## src/hw/rtl/dle_pkg.sv

```systemverilog
package dle_pkg;

    localparam int CAPACITY_DEF   = 64;
    localparam int DATA_WIDTH_DEF = 32;

    // fixed port widths
    localparam int REQ_W    = 3;
    localparam int VALUE_W  = 32;
    localparam int POS_W    = 7;
    localparam int STATUS_W = 2;
    localparam int LEN_W    = 7;

    typedef enum logic [REQ_W-1:0] {
        REQ_PUSH_FRONT = 3'd0,
        REQ_PUSH_BACK  = 3'd1,
        REQ_POP_FRONT  = 3'd2,
        REQ_POP_BACK   = 3'd3,
        REQ_INSERT_AT  = 3'd4,
        REQ_READ_AT    = 3'd5
    } req_t;

    typedef enum logic [STATUS_W-1:0] {
        ST_OK    = 2'd0,
        ST_RANGE = 2'd1,
        ST_FULL  = 2'd2,
        ST_EMPTY = 2'd3
    } status_t;

    // list offset used for the write port
    typedef enum logic [1:0] {
        WR_FIRST_M1 = 2'd0,
        WR_COUNT    = 2'd1,
        WR_IDX      = 2'd2,
        WR_POS      = 2'd3
    } wr_sel_t;

    // list offset used for the read port
    typedef enum logic [2:0] {
        RD_POS    = 3'd0,
        RD_ONE    = 3'd1,
        RD_BACK2  = 3'd2,
        RD_LAST   = 3'd3,
        RD_IDX_M2 = 3'd4
    } rd_sel_t;

    typedef enum logic [1:0] {
        VS_KEEP = 2'd0,
        VS_VAL  = 2'd1,
        VS_MEM  = 2'd2
    } vsrc_t;

    typedef enum logic [1:0] {
        RS_KEEP = 2'd0,
        RS_ZERO = 2'd1,
        RS_MEM  = 2'd2
    } rsrc_t;

    typedef struct packed {
        logic    load_req;
        logic    mem_wr;
        wr_sel_t wr_sel;
        logic    mem_rd;
        rd_sel_t rd_sel;
        logic    first_dec;
        logic    first_inc;
        logic    count_inc;
        logic    count_dec;
        vsrc_t   front_src;
        vsrc_t   back_src;
        rsrc_t   rd_src;
        logic    idx_load;
        logic    idx_dec;
        logic    stat_load;
        status_t stat;
        logic    out_load;
    } cmd_t;

    typedef struct packed {
        req_t req;
        logic empty;
        logic full;
        logic pos_gt_cnt;
        logic pos_ge_cnt;
        logic pos_zero;
        logic pos_eq_cnt;
        logic shift_last;
    } sts_t;

endpackage

```

## src/hw/rtl/double_ended_list_engine_top.sv

```systemverilog
// Steps, request accepted to result valid: pushes, end inserts, rejected requests
// and unused codes pass EXEC then DONE; pops and read at pass EXEC, LOAD, DONE.
// Middle insert: EXEC, then SHIFT once per moved word, one shifted word per cycle
// through the single write / single read port of the entry memory, then INS, DONE.
// Throughput: a new request is taken in the cycle the result is registered.
// Reset empties the list at once; the entry memory itself is not cleared.
module double_ended_list_engine_top
    import dle_pkg::*;
#(
    parameter int CAPACITY   = CAPACITY_DEF,
    parameter int DATA_WIDTH = DATA_WIDTH_DEF
)
(
    input  logic                clk,
    input  logic                rst_n,
    input  logic                in_valid,
    output logic                in_ready,
    input  logic [REQ_W-1:0]    req_type,
    input  logic [VALUE_W-1:0]  value,
    input  logic [POS_W-1:0]    position,
    output logic                out_valid,
    input  logic                out_ready,
    output logic [STATUS_W-1:0] status,
    output logic [VALUE_W-1:0]  read_value,
    output logic [VALUE_W-1:0]  front_value,
    output logic [VALUE_W-1:0]  back_value,
    output logic [LEN_W-1:0]    length,
    output logic                is_empty
);

    cmd_t cmd;
    sts_t sts;

    dle_ctrl u_ctrl (
        .clk       (clk),
        .rst_n     (rst_n),
        .in_valid  (in_valid),
        .in_ready  (in_ready),
        .out_valid (out_valid),
        .out_ready (out_ready),
        .sts       (sts),
        .cmd       (cmd)
    );

    dle_datapath #(
        .CAPACITY   (CAPACITY),
        .DATA_WIDTH (DATA_WIDTH)
    ) u_datapath (
        .clk         (clk),
        .rst_n       (rst_n),
        .cmd         (cmd),
        .sts         (sts),
        .req_type    (req_type),
        .value       (value),
        .position    (position),
        .status      (status),
        .read_value  (read_value),
        .front_value (front_value),
        .back_value  (back_value),
        .length      (length),
        .is_empty    (is_empty)
    );

endmodule

```

## src/hw/rtl/dle_ctrl.sv

```systemverilog
module dle_ctrl
    import dle_pkg::*;
(
    input  logic clk,
    input  logic rst_n,
    input  logic in_valid,
    output logic in_ready,
    output logic out_valid,
    input  logic out_ready,
    input  sts_t sts,
    output cmd_t cmd
);

    typedef enum logic [5:0] {
        S_IDLE  = 6'b000001,
        S_EXEC  = 6'b000010,
        S_LOAD  = 6'b000100,
        S_SHIFT = 6'b001000,
        S_INS   = 6'b010000,
        S_DONE  = 6'b100000
    } state_t;

    state_t state_reg, state_next;
    logic   out_valid_reg, out_valid_next;
    logic   out_free;

    function automatic cmd_t push_front_cmd(input cmd_t c, input logic empty);
        cmd_t r;
        r           = c;
        r.mem_wr    = 1'b1;
        r.wr_sel    = WR_FIRST_M1;
        r.first_dec = 1'b1;
        r.count_inc = 1'b1;
        r.front_src = VS_VAL;
        r.back_src  = empty ? VS_VAL : VS_KEEP;
        return r;
    endfunction

    function automatic cmd_t push_back_cmd(input cmd_t c, input logic empty);
        cmd_t r;
        r           = c;
        r.mem_wr    = 1'b1;
        r.wr_sel    = WR_COUNT;
        r.count_inc = 1'b1;
        r.back_src  = VS_VAL;
        r.front_src = empty ? VS_VAL : VS_KEEP;
        return r;
    endfunction

    assign out_free  = !out_valid_reg || out_ready;
    assign out_valid = out_valid_reg;

    always_comb
    begin
        cmd        = '0;
        in_ready   = 1'b0;
        state_next = state_reg;

        unique case (state_reg)
            S_IDLE:
            begin
                in_ready = 1'b1;
                if (in_valid)
                begin
                    cmd.load_req = 1'b1;
                    state_next   = S_EXEC;
                end
            end

            S_EXEC:
            begin
                cmd.stat_load = 1'b1;
                cmd.stat      = ST_OK;
                cmd.rd_src    = RS_ZERO;
                state_next    = S_DONE;
                case (sts.req)
                    REQ_PUSH_FRONT:
                    begin
                        if (sts.full)
                            cmd.stat = ST_FULL;
                        else
                            cmd = push_front_cmd(cmd, sts.empty);
                    end
                    REQ_PUSH_BACK:
                    begin
                        if (sts.full)
                            cmd.stat = ST_FULL;
                        else
                            cmd = push_back_cmd(cmd, sts.empty);
                    end
                    REQ_POP_FRONT:
                    begin
                        if (sts.empty)
                            cmd.stat = ST_EMPTY;
                        else
                        begin
                            cmd.mem_rd    = 1'b1;
                            cmd.rd_sel    = RD_ONE;
                            cmd.first_inc = 1'b1;
                            cmd.count_dec = 1'b1;
                            state_next    = S_LOAD;
                        end
                    end
                    REQ_POP_BACK:
                    begin
                        if (sts.empty)
                            cmd.stat = ST_EMPTY;
                        else
                        begin
                            cmd.mem_rd    = 1'b1;
                            cmd.rd_sel    = RD_BACK2;
                            cmd.count_dec = 1'b1;
                            state_next    = S_LOAD;
                        end
                    end
                    REQ_INSERT_AT:
                    begin
                        priority if (sts.pos_gt_cnt)
                            cmd.stat = ST_RANGE;
                        else if (sts.full)
                            cmd.stat = ST_FULL;
                        else if (sts.pos_zero)
                            cmd = push_front_cmd(cmd, sts.empty);
                        else if (sts.pos_eq_cnt)
                            cmd = push_back_cmd(cmd, sts.empty);
                        else
                        begin
                            // middle insert: move the tail one step back first
                            cmd.mem_rd   = 1'b1;
                            cmd.rd_sel   = RD_LAST;
                            cmd.idx_load = 1'b1;
                            state_next   = S_SHIFT;
                        end
                    end
                    REQ_READ_AT:
                    begin
                        if (sts.pos_ge_cnt)
                            cmd.stat = ST_RANGE;
                        else
                        begin
                            cmd.mem_rd = 1'b1;
                            cmd.rd_sel = RD_POS;
                            state_next = S_LOAD;
                        end
                    end
                    default:
                    begin
                    end
                endcase
            end

            S_LOAD:
            begin
                case (sts.req)
                    REQ_POP_FRONT: cmd.front_src = VS_MEM;
                    REQ_POP_BACK:  cmd.back_src  = VS_MEM;
                    REQ_READ_AT:   cmd.rd_src    = RS_MEM;
                    default:
                    begin
                    end
                endcase
                state_next = S_DONE;
            end

            S_SHIFT:
            begin
                cmd.mem_wr  = 1'b1;
                cmd.wr_sel  = WR_IDX;
                cmd.mem_rd  = 1'b1;
                cmd.rd_sel  = RD_IDX_M2;
                cmd.idx_dec = 1'b1;
                if (sts.shift_last)
                    state_next = S_INS;
            end

            S_INS:
            begin
                cmd.mem_wr    = 1'b1;
                cmd.wr_sel    = WR_POS;
                cmd.count_inc = 1'b1;
                state_next    = S_DONE;
            end

            S_DONE:
            begin
                if (out_free)
                begin
                    cmd.out_load = 1'b1;
                    in_ready     = 1'b1;
                    if (in_valid)
                    begin
                        cmd.load_req = 1'b1;
                        state_next   = S_EXEC;
                    end
                    else
                        state_next = S_IDLE;
                end
            end

            default:
                state_next = S_IDLE;
        endcase
    end

    always_comb
    begin
        if (cmd.out_load)
            out_valid_next = 1'b1;
        else if (out_ready)
            out_valid_next = 1'b0;
        else
            out_valid_next = out_valid_reg;
    end

    always_ff @(posedge clk or negedge rst_n)
    begin
        if (!rst_n)
        begin
            state_reg     <= S_IDLE;
            out_valid_reg <= 1'b0;
        end
        else
        begin
            state_reg     <= state_next;
            out_valid_reg <= out_valid_next;
        end
    end

endmodule

```

## src/hw/rtl/dle_datapath.sv

```systemverilog
module dle_datapath
    import dle_pkg::*;
#(
    parameter int CAPACITY   = CAPACITY_DEF,
    parameter int DATA_WIDTH = DATA_WIDTH_DEF
)
(
    input  logic                clk,
    input  logic                rst_n,
    input  cmd_t                cmd,
    output sts_t                sts,
    input  logic [REQ_W-1:0]    req_type,
    input  logic [VALUE_W-1:0]  value,
    input  logic [POS_W-1:0]    position,
    output logic [STATUS_W-1:0] status,
    output logic [VALUE_W-1:0]  read_value,
    output logic [VALUE_W-1:0]  front_value,
    output logic [VALUE_W-1:0]  back_value,
    output logic [LEN_W-1:0]    length,
    output logic                is_empty
);

    localparam int SW = $clog2(CAPACITY);
    localparam int CW = $clog2(CAPACITY + 1);
    localparam int PW = (CW > POS_W) ? CW : POS_W;

    logic [DATA_WIDTH-1:0] mem [CAPACITY];
    logic [DATA_WIDTH-1:0] rdata_reg;

    logic [SW-1:0]         first_reg, first_next;
    logic [CW-1:0]         count_reg, count_next;
    req_t                  req_reg, req_next;
    logic [DATA_WIDTH-1:0] val_reg, val_next;
    logic [POS_W-1:0]      pos_reg, pos_next;
    logic [DATA_WIDTH-1:0] front_reg, front_next;
    logic [DATA_WIDTH-1:0] back_reg, back_next;
    logic [DATA_WIDTH-1:0] rd_reg, rd_next;
    status_t               stat_reg, stat_next;
    logic [CW-1:0]         idx_reg, idx_next;

    logic [STATUS_W-1:0]   out_status_reg, out_status_next;
    logic [VALUE_W-1:0]    out_read_reg, out_read_next;
    logic [VALUE_W-1:0]    out_front_reg, out_front_next;
    logic [VALUE_W-1:0]    out_back_reg, out_back_next;
    logic [LEN_W-1:0]      out_len_reg, out_len_next;
    logic                  out_empty_reg, out_empty_next;

    logic [PW-1:0]         cnt_ext, pos_ext, idx_ext;
    logic [CW-1:0]         pos_k, back2_k, rd_k, wr_k;
    logic [SW-1:0]         rd_addr, wr_addr;
    logic [DATA_WIDTH-1:0] wr_data;
    logic [63:0]           value_wide, front_wide, back_wide, rd_wide;
    logic                  cnt_zero;

    // circular slot of list offset k: one add and one conditional subtract
    function automatic logic [SW-1:0] slot_of(input logic [SW-1:0] base,
                                              input logic [CW-1:0] k);
        logic [CW:0] s;
        s = {{(CW + 1 - SW){1'b0}}, base} + {1'b0, k};
        if (s >= (CW + 1)'(CAPACITY))
            s = s - (CW + 1)'(CAPACITY);
        return s[SW-1:0];
    endfunction

    assign cnt_ext  = PW'(count_reg);
    assign pos_ext  = PW'(pos_reg);
    assign idx_ext  = PW'(idx_reg);
    assign cnt_zero = (count_reg == '0);

    assign sts.req        = req_reg;
    assign sts.empty      = cnt_zero;
    assign sts.full       = (count_reg == CW'(CAPACITY));
    assign sts.pos_gt_cnt = (pos_ext > cnt_ext);
    assign sts.pos_ge_cnt = (pos_ext >= cnt_ext);
    assign sts.pos_zero   = (pos_reg == '0);
    assign sts.pos_eq_cnt = (pos_ext == cnt_ext);
    assign sts.shift_last = (idx_ext == pos_ext + PW'(1));

    assign pos_k   = pos_ext[CW-1:0];
    assign back2_k = (count_reg >= CW'(2)) ? count_reg - CW'(2) : '0;

    always_comb
    begin
        case (cmd.rd_sel)
            RD_POS:    rd_k = pos_k;
            RD_ONE:    rd_k = CW'(1);
            RD_BACK2:  rd_k = back2_k;
            RD_LAST:   rd_k = count_reg - CW'(1);
            RD_IDX_M2: rd_k = idx_reg - CW'(2);
            default:   rd_k = '0;
        endcase
    end

    always_comb
    begin
        unique case (cmd.wr_sel)
            WR_FIRST_M1: wr_k = CW'(CAPACITY - 1);
            WR_COUNT:    wr_k = count_reg;
            WR_IDX:      wr_k = idx_reg;
            WR_POS:      wr_k = pos_k;
        endcase
    end

    assign rd_addr = slot_of(first_reg, rd_k);
    assign wr_addr = slot_of(first_reg, wr_k);
    assign wr_data = (cmd.wr_sel == WR_IDX) ? rdata_reg : val_reg;

    always_ff @(posedge clk)
    begin
        if (cmd.mem_wr)
            mem[wr_addr] <= wr_data;
        if (cmd.mem_rd)
            rdata_reg <= mem[rd_addr];
    end

    assign value_wide = {32'b0, value};

    always_comb
    begin
        req_next = req_reg;
        val_next = val_reg;
        pos_next = pos_reg;
        if (cmd.load_req)
        begin
            req_next = req_t'(req_type);
            val_next = value_wide[DATA_WIDTH-1:0];
            pos_next = position;
        end

        first_next = first_reg;
        if (cmd.first_dec)
            first_next = (first_reg == '0) ? SW'(CAPACITY - 1) : first_reg - SW'(1);
        else if (cmd.first_inc)
            first_next = (first_reg == SW'(CAPACITY - 1)) ? '0 : first_reg + SW'(1);

        count_next = count_reg;
        if (cmd.count_inc)
            count_next = count_reg + CW'(1);
        else if (cmd.count_dec)
            count_next = count_reg - CW'(1);

        idx_next = idx_reg;
        if (cmd.idx_load)
            idx_next = count_reg;
        else if (cmd.idx_dec)
            idx_next = idx_reg - CW'(1);

        case (cmd.front_src)
            VS_VAL:  front_next = val_reg;
            VS_MEM:  front_next = rdata_reg;
            default: front_next = front_reg;
        endcase

        case (cmd.back_src)
            VS_VAL:  back_next = val_reg;
            VS_MEM:  back_next = rdata_reg;
            default: back_next = back_reg;
        endcase

        case (cmd.rd_src)
            RS_ZERO: rd_next = '0;
            RS_MEM:  rd_next = rdata_reg;
            default: rd_next = rd_reg;
        endcase

        stat_next = cmd.stat_load ? cmd.stat : stat_reg;
    end

    assign front_wide = 64'(front_reg);
    assign back_wide  = 64'(back_reg);
    assign rd_wide    = 64'(rd_reg);

    always_comb
    begin
        out_status_next = out_status_reg;
        out_read_next   = out_read_reg;
        out_front_next  = out_front_reg;
        out_back_next   = out_back_reg;
        out_len_next    = out_len_reg;
        out_empty_next  = out_empty_reg;
        if (cmd.out_load)
        begin
            out_status_next = stat_reg;
            out_read_next   = rd_wide[VALUE_W-1:0];
            out_front_next  = cnt_zero ? '0 : front_wide[VALUE_W-1:0];
            out_back_next   = cnt_zero ? '0 : back_wide[VALUE_W-1:0];
            out_len_next    = cnt_ext[LEN_W-1:0];
            out_empty_next  = cnt_zero;
        end
    end

    always_ff @(posedge clk or negedge rst_n)
    begin
        if (!rst_n)
        begin
            first_reg <= '0;
            count_reg <= '0;
        end
        else
        begin
            first_reg <= first_next;
            count_reg <= count_next;
        end
    end

    always_ff @(posedge clk)
    begin
        req_reg        <= req_next;
        val_reg        <= val_next;
        pos_reg        <= pos_next;
        front_reg      <= front_next;
        back_reg       <= back_next;
        rd_reg         <= rd_next;
        stat_reg       <= stat_next;
        idx_reg        <= idx_next;
        out_status_reg <= out_status_next;
        out_read_reg   <= out_read_next;
        out_front_reg  <= out_front_next;
        out_back_reg   <= out_back_next;
        out_len_reg    <= out_len_next;
        out_empty_reg  <= out_empty_next;
    end

    assign status      = out_status_reg;
    assign read_value  = out_read_reg;
    assign front_value = out_front_reg;
    assign back_value  = out_back_reg;
    assign length      = out_len_reg;
    assign is_empty    = out_empty_reg;

endmodule

```

## config.mk

```make
export PLATFORM = sky130hd
export DESIGN_NAME = double_ended_list_engine_top
export DESIGN_NICKNAME = d
export VERILOG_FILES = /design/src/hw/rtl/dle_pkg.sv /design/src/hw/rtl/double_ended_list_engine_top.sv /design/src/hw/rtl/dle_ctrl.sv /design/src/hw/rtl/dle_datapath.sv
export SDC_FILE = /design/constraint.sdc
export NUM_CORES = 2
export LEC_CHECK = 0
export BUFFER_PORTS_ARGS = -buffer_cell sky130_fd_sc_hd__clkbuf_2
export CAP_MARGIN = 30
export CORE_UTILIZATION = 57
export CTS_CLUSTER_DIAMETER = 30
export DETAILED_ROUTE_END_ITERATION = 7
export PLACE_DENSITY = 0.73
export SLEW_MARGIN = 20
export SYNTH_ARGS = -nofsm -noshare
export SYNTH_HDL_FRONTEND = slang
export SYNTH_SLANG_ARGS = --single-unit
```

## constraint.sdc

```tcl
create_clock -name clk -period 11.49 [get_ports clk]
set_input_delay 1.149 -clock clk [delete_from_list [all_inputs] [get_ports clk]]
set_output_delay 1.149 -clock clk [all_outputs]
set_load 0.01 [all_outputs]
```

==> flow_summary.json <==
{
  "top_register": "u_datapath.mem",
  "power_leakage_nw": 36.32,
  "drtPass1Iterations": 6,
  "synth-seq-cells": 2353,
  "ys_async_sr_fraction_pct": 0.8500,
  "fp.dieH_um": 405.5,
  "num_vias": 48928,
  "pin_count": 154,
  "max_freq_mhz": 119.1,
  "htreeDepth": 5,
  "reg2reg_setup_slack_ns": 3.09,
  "rsz0062_at_grt": "no",
  "yosysSeqAreaShare_pct": 76.01,
  "r2r_cells": 20,
  "setup.worst_path.start_class": "register",
  "ir_worst_vdd_v": 0.0003678,
  "fp.dieArea_sq_mm": 0.1645,
  "mostFrequentLayoutCells": "edfxtp_1 (2333), mux4_2 (578), clkbuf_16 (421), nand2_1 (197), clkbuf_2 (153)",
  "finalHoldViolCount": 0,
  "yosys-mux-area-fraction_pct": 16.25,
  "multiInputGateArea_sq_mm": 0.02162,
  "cts.clk_slew.worst_paths_ns": 0.05,
  "placed_cells": 6589,
  "synth-xor-area-share_pct": 0.4232,
  "clk_latency_ns": 0.98,
  "drtIter0Drc": 6544,
  "initial_core_util_pct": 57.61,
  "wl_mm": 247.7,
  "grt_pass1_wl_mm": 351.5,
  "critical_path.most_common_cell": "a21oi_1",
  "worst_pin_slew_ns": 1.184,
  "drcViolationCount": 0,
  "setup_viol": 0,
  "cts_setup_buffers": 0,
  "syn-num-nets": 4460,
  "syn_avg_cell_area_sq_um": 21.20,
  "drt-vias-per-instance": 6.652,
  "cp_slowest_cell": "fa_4",
  "synth-simple-area-share_pct": 2.699,
  "worst_path_largest_cell_delay_ns": 1.10,
  "layout_min_cycle_time_ns": 8.399,
  "cts-buffers-inserted": 419,
  "maxCapViolations": 0,
  "core_sq_mm": 0.1611,
  "fin_setup_tns_ns": 0,
  "hp-class": "input port to async pin",
  "holdBufCountCts": 0,
  "cp.arrival_ns": 9.04,
  "cp.required_ns": 12.13,
  "final_common_cell": "edfxtp_1",
  "cp.depth": 20,
  "cts.sinks": 2353,
  "synth_compound_area_share_pct": 2.840,
  "grt_usage_pct": 30.37,
  "grt_pass1_vias": 49981,
  "synth_fa_ha_area_share_pct": 0.5014,
  "die_width_um": 405.5,
  "cp_max_fo": 39,
  "antenna_found_initial": 8,
  "root_buffer": "clkbuf_16",
  "tritoncts": "built",
  "clk_path_buf_depth": 4,
  "regArea_sq_mm": 0.07056,
  "layout-drive-gt1-share_pct": 34.92,
  "final-instance-count-excl-fill": 7355,
  "cts_resized": 0,
  "slew_viol_final": 0,
  "status": "complete, no violations",
  "syn_inst": 4378,
  "max_slew_margin_pct": 21.05,
  "crit_chain": "clkinv_1 > ha_1 > a21oi_1 > o21ai_0 > a21oi_1 > nand3_1 > nand2_1 > nor2_1 > a41oi_1 > nand3_1 > ha_4 > fa_4 > buf_4 > buf_4 > mux4_2 > mux2_2 > o21ai_0 > a22oi_1 > a21oi_1 > a21oi_1",
  "cp-end-kind": "register",
  "dp_hpwl_mm": 119.2,
  "synth-edff-count": 2333,
  "synth_top_family_by_area": "multiplexers",
  "min_period_over_period_pct": 73.10,
  "port_buffers": 153,
  "critPathKind": "register to register",
  "fill_cells": 9257,
  "syn_to_final_growth_pct": 19.71,
  "syn_area_sq_mm": 0.09282,
  "fp-row-count": 147,
  "fin_skew_ns": 0.05496,
  "overflow": 0,
  "grt_max_degree": 114,
  "place.gp.congestion": 0.9124,
  "ant_nets": 0,
  "crit_family": "compound AO/OA/AOI/OAI gates",
  "yosysWarnings": 0,
  "routedWlPerCell_um": 33.68,
  "powerDensity_mw_per_mm2": 322.9,
  "largest_reg_flops": 2048,
  "ys_types": 72,
  "ys.flop_type": "edfxtp_1",
  "cp_num_buf_inv": 3,
  "fin_nets": 4938
}
cell type report:
type                       instances  area share (%)
multi-input combinational       1747           19.46
timing repair buffer             307           1.876
clock buffer                     466           9.642
clock inverter                   288           2.986
sequential                      2353           63.50
inverter                          28         0.09458
antenna                            6         0.01351
tap                             2160           2.432
per-layer routing:
layer / track usage, % / share of wire [%] / vias to the layer above
li1: - / - / 19418
met1: 40.43 / 36 / 25475
met2: 47.70 / 48 / 3444
met3: 7.578 / 11 / 583
met4: 14.05 / 4.9 / 8
met5: 0 / 0.027 / -
logic make-up (layout without fill, tap and decap cells):
family	Yosys count	after routing
buffers and inverters	278	1089
flip-flops	2353	2353
multiplexers	769	769
AND/OR/NAND/NOR	517	517
other	0	6
AO/OA/AOI/OAI	381	381
adder cells (fa/ha/maj)	36	36
XOR/XNOR	44	44
worst paths after layout:
path                                                       endpoint                          startpoint
min in group clk                    u_datapath.val_reg[7]$_DFFE_PP_                            value[7]
worst min-delay path            u_datapath.first_reg[4]$_DFFE_PN0P_                               rst_n
worst max-delay path              u_datapath.rdata_reg[3]$_DFFE_PP_   u_datapath.cnt_ext[4]$_DFFE_PN0P_
worst max register to register    u_datapath.rdata_reg[3]$_DFFE_PP_   u_datapath.cnt_ext[4]$_DFFE_PN0P_
worst min register to register   u_datapath.read_value[6]$_DFFE_PP_  u_datapath.rd_reg[6]$_SDFFCE_PP0P_
max in group asynchronous           u_ctrl.state_reg[5]$_DFFE_PN0P_                               rst_n
report_power, final:
part	leakage (nW)	total (mW)	internal, mW	switching (mW)
Clock	6.73	12.3	8.06	4.24
Combinational	8.33	13.2	5.06	8.14
Sequential	21.3	10.4	10.2	0.164
Total	36.3	35.9	23.3	12.5
worst register-to-register path, delay by kind of cell (launching register included):
family | cells | cell delay [ns]
mux | 2 | 0.73
buf+inv | 3 | 1.41
fa+ha+maj | 3 | 1.69
flops | 1 | 0.56
simple gates | 4 | 1.29
compound gates | 8 | 2.43
synth_stat cells (13+ instances only):
| library cell | n | area (sq um) |
|---|---|---|
| edfxtp_1 | 2333 | 70060 |
| mux4_2 | 578 | 13020 |
| nand2_1 | 230 | 863.3 |
| clkbuf_1 | 151 | 566.8 |
| mux2_2 | 127 | 1430 |
| and2_1 | 98 | 613.1 |
| a21oi_1 | 94 | 470.5 |
| o21ai_0 | 84 | 420.4 |
| nor3_1 | 76 | 380.4 |
| mux2i_1 | 64 | 640.6 |
| o221ai_1 | 62 | 543.0 |
| buf_1 | 43 | 161.4 |
| buf_2 | 43 | 215.2 |
| nor2_1 | 37 | 138.9 |
| a22oi_1 | 35 | 262.8 |
| ha_1 | 34 | 425.4 |
| xnor2_1 | 30 | 262.8 |
| inv_1 | 26 | 97.59 |
| a221oi_1 | 21 | 183.9 |
| nand3_1 | 20 | 100.1 |
| dfrtp_1 | 19 | 475.5 |
| xor2_1 | 13 | 113.9 |
per-stage QoR:
stage	power, mW	hold slack, ns	area [sq um]	setup WS [ns]	utilization (%)
after detailed placement	23.27	0.4045	96990	3.332	60.20
after floorplan	18.91	0.4003	92820	4.689	-
final	35.88	0.2233	111100	3.091	68.97
after CTS	35.73	0.1942	111000	3.333	68.91
after global routing	36.89	0.2422	111100	2.947	68.96
after global placement	23.06	0.4029	96940	3.479	60.17
Power figures use the tool's default switching activity.
